--- config.mk ---
export PLATFORM = sky130hd
export DESIGN_NAME = pmt_section_parser
export DESIGN_NICKNAME = d
export VERILOG_FILES = /design/src/sv/pmt_pkg.sv /design/src/sv/pmt_parse_core.sv /design/src/sv/pmt_section_parser.sv
export SDC_FILE = /design/constraint.sdc
export NUM_CORES = 1
export LEC_CHECK = 0
export ABC_CLOCK_PERIOD_IN_PS = 12750
export CAP_MARGIN = 20
export CORE_MARGIN = 4
export CORE_UTILIZATION = 48
export DETAILED_ROUTE_END_ITERATION = 10
export DONT_BUFFER_PORTS = 1
export GPL_TIMING_DRIVEN = 0
export PLACE_DENSITY = 0.67
export SYNTH_ARGS = -nofsm -noshare
export SYNTH_HDL_FRONTEND = slang
export SYNTH_HIERARCHICAL = 1
export SYNTH_SLANG_ARGS = --single-unit
--- constraint.sdc ---
create_clock -name i_clk -period 12.75 [get_ports i_clk]
set_input_delay 1.9125 -clock i_clk [delete_from_list [all_inputs] [get_ports i_clk]]
set_output_delay 1.9125 -clock i_clk [all_outputs]
set_load 0.02 [all_outputs]
--- src/sv/pmt_pkg.sv ---
// ----------------------------------------------------------------------------
// pmt_pkg
// Shared types and constants for the PMT section parser: beat layouts,
// record kinds and parse phases.
// ----------------------------------------------------------------------------
package pmt_pkg;

    // fixed section layout
    localparam int MIN_SECTION_LENGTH = 13;
    localparam int HEADER_BYTES       = 12;
    localparam int ENTRY_BYTES        = 5;
    localparam int CRC_BYTES          = 4;

    // kind of record carried by an output beat
    typedef enum logic [1:0] {
        KIND_HEADER = 2'd0,
        KIND_STREAM = 2'd1,
        KIND_END    = 2'd2,
        KIND_ERROR  = 2'd3
    } t_record_kind;

    // parse phase of the section walker
    typedef enum logic [2:0] {
        PH_IDLE      = 3'd0,
        PH_HEADER    = 3'd1,
        PH_PDESC     = 3'd2,
        PH_ENTRY     = 3'd3,
        PH_ESDESC    = 3'd4,
        PH_CRC_FIRST = 3'd5,
        PH_CRC_REST  = 3'd6
    } t_phase;

    // one section byte with its framing marks
    typedef struct packed {
        logic [7:0] data_byte;
        logic       start_of_section;
        logic       last_byte;
    } t_in_beat;

    // one parsed record
    typedef struct packed {
        t_record_kind record_kind;
        logic [7:0]   tbl_id;
        logic [11:0]  sect_len;
        logic [15:0]  prog_num;
        logic [4:0]   ver_num;
        logic         cur_next;
        logic [7:0]   sect_num;
        logic [7:0]   last_sect_num;
        logic [12:0]  pcr_pid;
        logic [11:0]  info_length;
        logic [7:0]   strm_type;
        logic [12:0]  es_pid;
    } t_out_beat;

endpackage

--- src/sv/pmt_parse_core.sv ---
// ----------------------------------------------------------------------------
// pmt_parse_core
// Section walker: holds the parse state and header fields, and for each
// accepted byte works out the next state and at most one record.
// ----------------------------------------------------------------------------
module pmt_parse_core (
    input  logic               i_clk,
    input  logic               i_rst_n,
    input  logic               i_accept,
    input  pmt_pkg::t_in_beat  i_beat,
    output logic               o_res_valid,
    output pmt_pkg::t_out_beat o_res
);

    // parse state
    pmt_pkg::t_phase r_phase, n_phase;
    logic [11:0]     r_pos, n_pos;
    logic [11:0]     r_skip, n_skip;
    logic [2:0]      r_idx, n_idx;

    // held fields
    logic [11:0] r_sec_len, n_sec_len;
    logic [7:0]  r_table_id, n_table_id;
    logic [15:0] r_prog_num, n_prog_num;
    logic [5:0]  r_ver_flags, n_ver_flags;
    logic [15:0] r_sec_nums, n_sec_nums;
    logic [12:0] r_pcr_pid, n_pcr_pid;
    logic [7:0]  r_stream_type, n_stream_type;
    logic [12:0] r_es_pid, n_es_pid;

    // per-beat working values
    pmt_pkg::t_phase       v_before;
    pmt_pkg::t_record_kind v_kind;
    logic                  v_emit;
    logic [11:0]           v_pos;
    logic [11:0]           v_end;
    logic [11:0]           v_len;
    logic [12:0]           v_next;
    logic [11:0]           v_info;
    logic [7:0]            v_st;
    logic [12:0]           v_pid;
    logic [7:0]            b;

    // next state and record for the current beat
    always_comb begin
        n_phase       = r_phase;
        n_pos         = r_pos;
        n_skip        = r_skip;
        n_idx         = r_idx;
        n_sec_len     = r_sec_len;
        n_table_id    = r_table_id;
        n_prog_num    = r_prog_num;
        n_ver_flags   = r_ver_flags;
        n_sec_nums    = r_sec_nums;
        n_pcr_pid     = r_pcr_pid;
        n_stream_type = r_stream_type;
        n_es_pid      = r_es_pid;
        v_emit        = 1'b0;
        v_kind        = pmt_pkg::KIND_HEADER;
        v_info        = '0;
        v_st          = '0;
        v_pid         = '0;
        v_before      = pmt_pkg::PH_IDLE;
        v_pos         = '0;
        v_end         = '0;
        v_len         = '0;
        v_next        = '0;
        b             = i_beat.data_byte;

        if (i_accept && (i_beat.start_of_section || r_phase != pmt_pkg::PH_IDLE)) begin
            // a start mark drops any parse in progress
            if (i_beat.start_of_section) begin
                n_phase       = pmt_pkg::PH_HEADER;
                n_pos         = '0;
                n_skip        = '0;
                n_idx         = '0;
                n_sec_len     = '0;
                n_table_id    = '0;
                n_prog_num    = '0;
                n_ver_flags   = '0;
                n_sec_nums    = '0;
                n_pcr_pid     = '0;
                n_stream_type = '0;
                n_es_pid      = '0;
            end
            v_before = n_phase;
            v_pos    = n_pos;
            v_end    = (n_sec_len != '0) ? n_sec_len - 12'd1 : 12'd0;
            v_next   = {1'b0, v_pos} + 13'd1;

            unique case (v_before)
                pmt_pkg::PH_HEADER: begin
                    // fixed header fields
                    case (v_pos)
                        12'd0:  n_table_id = b;
                        12'd1:  n_sec_len = {b[3:0], 8'h00};
                        12'd2:  n_sec_len = n_sec_len | {4'h0, b};
                        12'd3:  n_prog_num = {b, 8'h00};
                        12'd4:  n_prog_num = n_prog_num | {8'h00, b};
                        12'd5:  n_ver_flags = b[5:0];
                        12'd6:  n_sec_nums = {b, 8'h00};
                        12'd7:  n_sec_nums = n_sec_nums | {8'h00, b};
                        12'd8:  n_pcr_pid = {b[4:0], 8'h00};
                        12'd9:  n_pcr_pid = n_pcr_pid | {5'h00, b};
                        12'd10: n_skip = {b[3:0], 8'h00};
                        default: ;
                    endcase
                    if (v_pos >= 12'(pmt_pkg::HEADER_BYTES - 1)) begin
                        v_len  = n_skip | {4'h0, b};
                        v_emit = 1'b1;
                        if (n_sec_len < 12'(pmt_pkg::MIN_SECTION_LENGTH) ||
                            13'(pmt_pkg::HEADER_BYTES) + {1'b0, v_len} > {1'b0, v_end}) begin
                            v_kind  = pmt_pkg::KIND_ERROR;
                            n_phase = pmt_pkg::PH_IDLE;
                        end else begin
                            v_kind = pmt_pkg::KIND_HEADER;
                            v_info = v_len;
                            if (v_len != '0) begin
                                n_skip  = v_len;
                                n_phase = pmt_pkg::PH_PDESC;
                                n_pos   = 12'(pmt_pkg::HEADER_BYTES);
                            end else begin
                                n_pos   = 12'(pmt_pkg::HEADER_BYTES);
                                n_idx   = '0;
                                n_phase = (12'(pmt_pkg::HEADER_BYTES) == v_end) ?
                                          pmt_pkg::PH_CRC_FIRST : pmt_pkg::PH_ENTRY;
                            end
                        end
                    end else begin
                        n_pos = v_next[11:0];
                    end
                end
                pmt_pkg::PH_PDESC, pmt_pkg::PH_ESDESC: begin
                    // descriptor skip
                    n_skip = n_skip - 12'd1;
                    n_pos  = v_next[11:0];
                    if (n_skip == '0) begin
                        n_idx   = '0;
                        n_phase = (v_next == {1'b0, v_end}) ?
                                  pmt_pkg::PH_CRC_FIRST : pmt_pkg::PH_ENTRY;
                    end
                end
                pmt_pkg::PH_ENTRY: begin
                    // five-byte stream entry
                    if (n_idx == 3'd0 &&
                        {1'b0, v_pos} + 13'(pmt_pkg::ENTRY_BYTES) > {1'b0, v_end}) begin
                        v_emit  = 1'b1;
                        v_kind  = pmt_pkg::KIND_ERROR;
                        n_phase = pmt_pkg::PH_IDLE;
                    end else if (n_idx <= 3'd3) begin
                        case (n_idx)
                            3'd0:    n_stream_type = b;
                            3'd1:    n_es_pid = {b[4:0], 8'h00};
                            3'd2:    n_es_pid = n_es_pid | {5'h00, b};
                            default: n_skip = {b[3:0], 8'h00};
                        endcase
                        n_idx = n_idx + 3'd1;
                        n_pos = v_next[11:0];
                    end else begin
                        v_len  = n_skip | {4'h0, b};
                        v_emit = 1'b1;
                        if (v_next + {1'b0, v_len} > {1'b0, v_end}) begin
                            v_kind  = pmt_pkg::KIND_ERROR;
                            n_phase = pmt_pkg::PH_IDLE;
                        end else begin
                            v_kind = pmt_pkg::KIND_STREAM;
                            v_info = v_len;
                            v_st   = n_stream_type;
                            v_pid  = n_es_pid;
                            n_pos  = v_next[11:0];
                            if (v_len != '0) begin
                                n_skip  = v_len;
                                n_phase = pmt_pkg::PH_ESDESC;
                            end else begin
                                n_idx   = '0;
                                n_phase = (v_next == {1'b0, v_end}) ?
                                          pmt_pkg::PH_CRC_FIRST : pmt_pkg::PH_ENTRY;
                            end
                        end
                    end
                end
                pmt_pkg::PH_CRC_FIRST: begin
                    // end record on the first CRC byte
                    v_emit  = 1'b1;
                    v_kind  = pmt_pkg::KIND_END;
                    n_skip  = 12'(pmt_pkg::CRC_BYTES - 1);
                    n_phase = pmt_pkg::PH_CRC_REST;
                end
                pmt_pkg::PH_CRC_REST: begin
                    n_skip = n_skip - 12'd1;
                    if (n_skip == '0) begin
                        n_phase = pmt_pkg::PH_IDLE;
                    end
                end
                default: begin
                    n_phase = pmt_pkg::PH_IDLE;
                end
            endcase

            // buffer end before the CRC is a truncated section
            if (i_beat.last_byte) begin
                if (v_before inside {pmt_pkg::PH_HEADER, pmt_pkg::PH_PDESC,
                                     pmt_pkg::PH_ENTRY, pmt_pkg::PH_ESDESC}) begin
                    v_emit = 1'b1;
                    v_kind = pmt_pkg::KIND_ERROR;
                end
                n_phase = pmt_pkg::PH_IDLE;
            end

            if (v_kind == pmt_pkg::KIND_ERROR) begin
                v_info = '0;
                v_st   = '0;
                v_pid  = '0;
            end
        end
    end

    // record assembly from the updated held fields
    always_comb begin
        o_res_valid         = v_emit;
        o_res.record_kind   = v_kind;
        o_res.tbl_id        = n_table_id;
        o_res.sect_len      = n_sec_len;
        o_res.prog_num      = n_prog_num;
        o_res.ver_num       = n_ver_flags[5:1];
        o_res.cur_next      = n_ver_flags[0];
        o_res.sect_num      = n_sec_nums[15:8];
        o_res.last_sect_num = n_sec_nums[7:0];
        o_res.pcr_pid       = n_pcr_pid;
        o_res.info_length   = v_info;
        o_res.strm_type     = v_st;
        o_res.es_pid        = v_pid;
    end

    // state registers
    always_ff @(posedge i_clk) begin
        if (!i_rst_n) begin
            r_phase       <= pmt_pkg::PH_IDLE;
            r_pos         <= '0;
            r_skip        <= '0;
            r_idx         <= '0;
            r_sec_len     <= '0;
            r_table_id    <= '0;
            r_prog_num    <= '0;
            r_ver_flags   <= '0;
            r_sec_nums    <= '0;
            r_pcr_pid     <= '0;
            r_stream_type <= '0;
            r_es_pid      <= '0;
        end else begin
            r_phase       <= n_phase;
            r_pos         <= n_pos;
            r_skip        <= n_skip;
            r_idx         <= n_idx;
            r_sec_len     <= n_sec_len;
            r_table_id    <= n_table_id;
            r_prog_num    <= n_prog_num;
            r_ver_flags   <= n_ver_flags;
            r_sec_nums    <= n_sec_nums;
            r_pcr_pid     <= n_pcr_pid;
            r_stream_type <= n_stream_type;
            r_es_pid      <= n_es_pid;
        end
    end

endmodule

--- src/sv/pmt_section_parser.sv ---
// ----------------------------------------------------------------------------
// pmt_section_parser
// Program map table section parser: one section byte per input beat,
// header, stream entry, section end and error records on the output.
// ----------------------------------------------------------------------------
// Usage
//   Input channel: one section byte per beat, start_of_section on the table
//   id byte, last_byte on the final byte of the supplied buffer. Bytes that
//   arrive outside a section are dropped without a record.
//   Output channel: at most one record per input beat, in byte order.
//   Records: each record is registered in the output register, through the
//   skid stage while the receiver stalls, and shown on o_out_valid from it.
//   Throughput: one byte per cycle while o_in_stall is low; each byte passes
//   through a single combinational field update between the parse state
//   and the output register.
//   Stall: while the receiver stalls, the output register holds its record
//   and a one-record skid stage takes the next record; the input stalls only
//   while that skid stage is full.
//   Reset: synchronous, active low; clears the parse state to idle and
//   empties the output and skid stages.
// ----------------------------------------------------------------------------
module pmt_section_parser (
    input  logic               i_clk,
    input  logic               i_rst_n,
    input  logic               i_in_valid,
    output logic               o_in_stall,
    input  pmt_pkg::t_in_beat  i_in,
    output logic               o_out_valid,
    input  logic               i_out_stall,
    output pmt_pkg::t_out_beat o_out
);

    logic               accept;
    logic               res_valid;
    pmt_pkg::t_out_beat res;
    logic               out_free;

    logic               r_out_valid;
    pmt_pkg::t_out_beat r_out;
    logic               r_skid_valid;
    pmt_pkg::t_out_beat r_skid;

    // input handshake
    assign o_in_stall = r_skid_valid;
    assign accept     = i_in_valid && !r_skid_valid;

    // section walker
    pmt_parse_core u_core (
        .i_clk       (i_clk),
        .i_rst_n     (i_rst_n),
        .i_accept    (accept),
        .i_beat      (i_in),
        .o_res_valid (res_valid),
        .o_res       (res)
    );

    // output register slot is free when empty or being taken
    assign out_free = !r_out_valid || !i_out_stall;

    // output register and skid stage control
    always_ff @(posedge i_clk) begin
        if (!i_rst_n) begin
            r_out_valid  <= 1'b0;
            r_skid_valid <= 1'b0;
        end else if (out_free) begin
            if (r_skid_valid) begin
                r_out_valid  <= 1'b1;
                r_skid_valid <= 1'b0;
            end else begin
                r_out_valid  <= accept && res_valid;
            end
        end else if (accept && res_valid) begin
            r_skid_valid <= 1'b1;
        end
    end

    // output and skid payload
    always_ff @(posedge i_clk) begin
        if (out_free) begin
            if (r_skid_valid) begin
                r_out <= r_skid;
            end else if (accept && res_valid) begin
                r_out <= res;
            end
        end else if (accept && res_valid) begin
            r_skid <= res;
        end
    end

    assign o_out_valid = r_out_valid;
    assign o_out       = r_out;

endmodule
After elaboration in Yosys (flattened, before gate mapping) --
Cells that the tools add are included.
Storage, ports and cells: register bits after elaboration 336, word-level logic and storage cells 236, input bits 14, output and inout bits 108
Operators by class: reduce and logical (&&, ||, !) cells 25, add/sub/neg operators 7, bitwise logic cells 9, magnitude comparators 6, muxes and demuxes 130, equality and inequality tests 21
Operators by type and width (count):
- $mux W12 | 34
- $mux W106 | 2
- $mux W13 | 15
- $mux W16 | 8
- $mux W8 | 15
- $mux W3 | 24
- $pmux W16 S2 | 2
- $pmux W13 S2 | 2
- $eq A12 B3 Y1 const B | 4
- $pmux W12 S2 | 2
- $pmux W12 S4 | 1
- $gt A13 B12 Y1 | 3
- $eq A12 B4 Y1 const B | 3
- $or A12 B8 Y12 | 3
- $pmux W12 S3 | 1
- $reduce_bool A12 Y1 | 3
- $or A16 B8 Y16 | 2
- $or A13 B8 Y13 | 2
- $eq A12 B2 Y1 const B | 2
- $logic_not A12 Y1 | 2
- $mux W6 | 4
- $sub A12 B1 Y12 const B | 2
- $mux W2 | 9
- $pmux W3 S5 | 1
- 30 further kinds | 52

Logic depth before layout (Yosys ltp) --
depth after elaboration 23, depth in mapped cells 31, gate-level depth less buffers 23

Modules after synthesis --
Netlist, hierarchy kept.
Modules (own cells, without submodules):
- pmt_parse_core | instances 1, cells each 1313, area an instance 9710.6 µm²
- pmt_section_parser | instances 1, cells each 340, area an instance 7761.2 µm²

Least setup slack after synthesis --
No wires, ideal clock.
kind input to register, start input port i_in[1] (netlist name), end register r_skid[0] (netlist name), enable pin, data arrival time 13.162 ns, slack -1.113 ns, library setup time 0.701 ns, data required time 12.049 ns, stages 21, path through buf_2 inv_1 clkbuf_1 clkbuf_1 clkbuf_1 clkbuf_1 nand2_1 ha_1 clkbuf_1 or3b_2 nor4_1 mux2i_1 ha_1 and3_1 o2111a_1 a31oi_1 nand2_1 a21o_1 a31oi_1 nand2_1 nor3_1
Between the ends: longest elaborated chain between the ends 13
RTL lines:
- start: declaration | line pmt_section_parser.sv:27 | input pmt_pkg::t_in_beat i_in,
- $mux W12 | line pmt_parse_core.sv:72 | if (i_beat.start_of_section) begin
- $mux W12 | line pmt_parse_core.sv:70 | if (i_accept && (i_beat.start_of_section || r_phase != pmt_pkg::PH_IDLE)) begin
- $sub A12 B1 Y12 / $reduce_bool A12 Y1 (equally long branches) | line pmt_parse_core.sv:88 | v_end = (n_sec_len != '0) ? n_sec_len - 12'd1 : 12'd0;
- $mux W12 | line pmt_parse_core.sv:88
- $gt A13 B12 Y1 | line pmt_parse_core.sv:146 | {1'b0, v_pos} + 13'(pmt_pkg::ENTRY_BYTES) > {1'b0, v_end}) begin
- $logic_and A1 B1 Y1 | line pmt_parse_core.sv:145 | if (n_idx == 3'd0 &&
- $mux W1 | line pmt_parse_core.sv:145
- $pmux W1 S3 | line pmt_parse_core.sv:91 | unique case (v_before)
- $mux W1 | line pmt_parse_core.sv:202 | if (v_before inside {pmt_pkg::PH_HEADER, pmt_pkg::PH_PDESC,
- $mux W1 | line pmt_parse_core.sv:201 | if (i_beat.last_byte) begin
- $mux W1 (*) | line pmt_parse_core.sv:70
- named net res_valid | line pmt_section_parser.sv:34 | logic res_valid;
- $logic_and A1 B1 Y1 (*) | line pmt_section_parser.sv:85 | end else if (accept && res_valid) begin
- $reduce_and A2 Y1 (no line) (*)
- end signal: assignment | line pmt_section_parser.sv:86 | r_skid <= res;
- end: declaration | line pmt_section_parser.sv:41 | pmt_pkg::t_out_beat r_skid;
The timed path passes the listed nets; every way through them passes the cells marked *. The select of a mux whose other input is x is not followed. A chain may end at the register's enable or synchronous reset.

==> flow_summary.toml <==
[logic_synthesis]
synth_area_leaders = "edfxtp_1, dfxtp_1, mux2_2, ha_1, and2_1"
synth_ff_type = "edfxtp_1"
seq_area_frac_synth = 0.506
synth_cells = 1653
synth.most_common_cell = "edfxtp_1"
syn_nets = 1724
synthArstFlopShare = 0
syn_area_mm2 = 0.0175
synth_top_area_frac = 0.364
synth_common_cells = "edfxtp_1, nand2_1, dfxtp_1, nor2_1, mux2_2"
ys_warn_count = 6
synth_cell_types = 80
synth_seq_cells = 336
avgSynthCellArea_um2 = 10.6
synth_top_area_cell = "edfxtp_1"
synth_edf_count = 212

[setup_path]
cp_slowest_stage_delay_ns = 0.77
critPathLaunchType = "primary input"
crit_top_cell = "clkbuf_1"
r2r-start = "u_core/r_pos[0]"
critical_path.slowest_cell = "clkbuf_1"
endpoint_kind = "flop"
worstPathMaxFanout = 10
crit_path_start = "i_in[1]"
required_ns = 13.14
setup.worst_path.class = "in -> reg"
crit_arrival_ns = 12.02

[cells_and_area]
fin_cells = 2196
final_nets = 1777
synthToLayoutAreaGrowth_pct = 11.3
drive_gt1_frac = 0.136

[global_route]
grt_overflow = 0
grt_pass1_vias = 13187
grt_max_degree = 33
track_usage = 0.270
antenna_found_initial = 2
grt_pass1_wl_mm = 81.5

[clock_network]
cts_hold_buf = 0
post-cts-setup-buffers = 0
cts_resized = 0
cts_sinks = 336
cts_tree = "yes"
htree_num_levels = 2
clk_pin_slew_ns = 0.06
cts_buffers = 36
clockBufferDepth = 3
clkLatencyLatePin_ns = 0.53
root_buffer = "clkbuf_16"

[sta]
finalSetupViolCount = 0
tightest_slew_ns = 1.17
relSlewSlack = 0.217
min_period_ns = 11.63
drv_slew = 0
fin_skew_ns = 0.0200
tns_ns = 0
min_period_over_period = 0.912
rsz0062_at_grt = "false"
hold_viol = 0
fmax_ghz = 0.0860

[floorplanning]
io_pins = 122
dieArea_mm2 = 0.0395
dieHeight_um = 199
row_count = 69
initial_utilization = 0.489
core_region_area_mm2 = 0.0357
die_w_um = 199

[routing]
wl_met2_mm = 24.6
first_pass_iters = 6
dr_total_vias = 13714
met3_length_mm = 3.69
met1Wirelength_mm = 23.9
top_layer = "met4"
drt_wl_total_mm = 54.6
drt_iter0_drc = 1477
ant_nets = 0
wl_per_cell_um = 24.8
drt-vias-per-instance = 6.24
drcViolationCount = 0

[power_and_ir_drop]
swShare = 0.235
clkPwrFrac = 0.441
combPwrFrac = 0.069
power.density_mw_per_mm2 = 121
ir_worst_vdd_uv = 78.1
power_mw = 2.36
p_switching_uw = 556
p_leak_nw = 7.13
p_int_mw = 1.81
pwr-share-seq = 0.489

[placement]
numPortBuffers = 0
dp_hpwl_mm = 39.7
place.gp.congestion = 1.02
dpl.cell_count = 2127

[outcome]
status = "complete, no violations"

[hold_path]
worst_hold_path_type = "reg -> reg"
holdCritStartpoint = "u_core/r_stream_type[2]"

[flow_run]
cap_violations = 0
cell usage in the layout (no fill, tap or decap), types with 6 or more instances in the layout:
| cell type | n |
|---|---|
| buf_1 | 6 |
| a22oi_1 | 28 |
| nor3_1 | 36 |
| inv_1 | 31 |
| nor4_1 | 25 |
| mux2_2 | 109 |
| o41ai_1 | 6 |
| a31oi_1 | 18 |
| a221oi_1 | 6 |
| nand4_1 | 15 |
| or2_2 | 12 |
| clkbuf_16 | 37 |
| dfxtp_1 | 124 |
| nor2b_1 | 27 |
| o21ai_1 | 8 |
| or3_1 | 11 |
| a21o_1 | 10 |
| xnor2_1 | 34 |
| and2_1 | 102 |
| nand2b_1 | 15 |
| o21a_1 | 10 |
| mux2i_1 | 10 |
| nand2_1 | 136 |
| a211oi_1 | 10 |
| ha_1 | 56 |
| buf_2 | 23 |
| and3_1 | 13 |
| mux2_4 | 7 |
| nor2_1 | 117 |
| o31ai_1 | 7 |
| nand3_1 | 26 |
| edfxtp_1 | 212 |
| a21oi_1 | 69 |
| clkbuf_1 | 89 |
| o21ai_0 | 96 |
| o211ai_1 | 10 |
| xor2_1 | 14 |
| a22o_1 | 40 |
| or4_1 | 9 |
| a32o_1 | 8 |
logic make-up (layout without fill, tap and decap cells):
group / after synthesis / after routing / synth area share
other cells: 0 / 1 / 0
fa+ha+maj: 57 / 57 / 0.0412
simple gates: 568 / 568 / 0.167
compound gates: 377 / 377 / 0.144
buf+inv: 140 / 221 / 0.0343
mux: 127 / 127 / 0.0826
xor+xnor: 48 / 48 / 0.0241
flops: 336 / 336 / 0.506
worst paths after layout:
kind / cells after the start / slack [ns] / endpoint
min reg2reg: 2 / 0.50 / u_core/r_stream_type[2]
min: 2 / 0.50 / u_core/r_stream_type[2]
max reg2reg: 26 / 5.14 / o_out[24]
max: 30 / 1.12 / o_out[24]
layout make-up:
type,count,area (µm²)
fill,3148,16300
tap,461,577
multi-input combinational,1177,8050
buffer,109,483
inverter,31,116
timing repair buffer,15,218
clock buffer,50,985
clock inverter,16,178
antenna,1,2.50
sequential,336,8850
layer usage:
layer / vias to the layer above / global-route usage
met5: - / 0
met4: 0 / 0.0998
met3: 141 / 0.0483
met2: 586 / 0.428
met1: 6752 / 0.374
li1: 6235 / -
critical path, delay by kind of cell:
kind / cells / cell delay (ns)
and+or+nand+nor: 8 / 2.07
AOI/OAI and AO/OA: 7 / 1.22
adders and majority gates: 2 / 0.69
buffers and inverters: 11 / 5.75
muxes: 1 / 0.21
xor gates and xnor gates: 1 / 0.12
sequential cells by signal (all words and copies together), names as in the netlist, 12 cells and up:
signal and cells:
u_core/r_skip 12, u_core/r_sec_nums 16, u_core/r_prog_num 16, u_core/r_pos 12, u_core/r_pcr_pid 13, r_skid 106
u_core/r_sec_len 12, u_core/r_es_pid 13, o_out 106
per-stage QoR:
stage	utilization	setup slack (ns)	instance area [µm²]	hold WS [ns]
finish	0.544	1.12	19500	0.499
global route	0.544	0.981	19500	0.538
CTS	0.544	1.49	19400	0.500
detailed placement	0.511	0.961	18300	0.484
global placement	0.505	-3.72	18100	0.472
floorplan	-	0.975	17500	0.454
power by group through the flow:
stage,Sequential (mW),Clock (mW),Combinational (mW)
after floorplan,1.18,0,0.103
after global placement,1.18,0,0.157
after detailed placement,1.18,0,0.158
after CTS,1.16,1.06,0.159
after global routing,1.16,1.10,0.175
final,1.16,1.04,0.164
(Power assumes the default switching activity.)
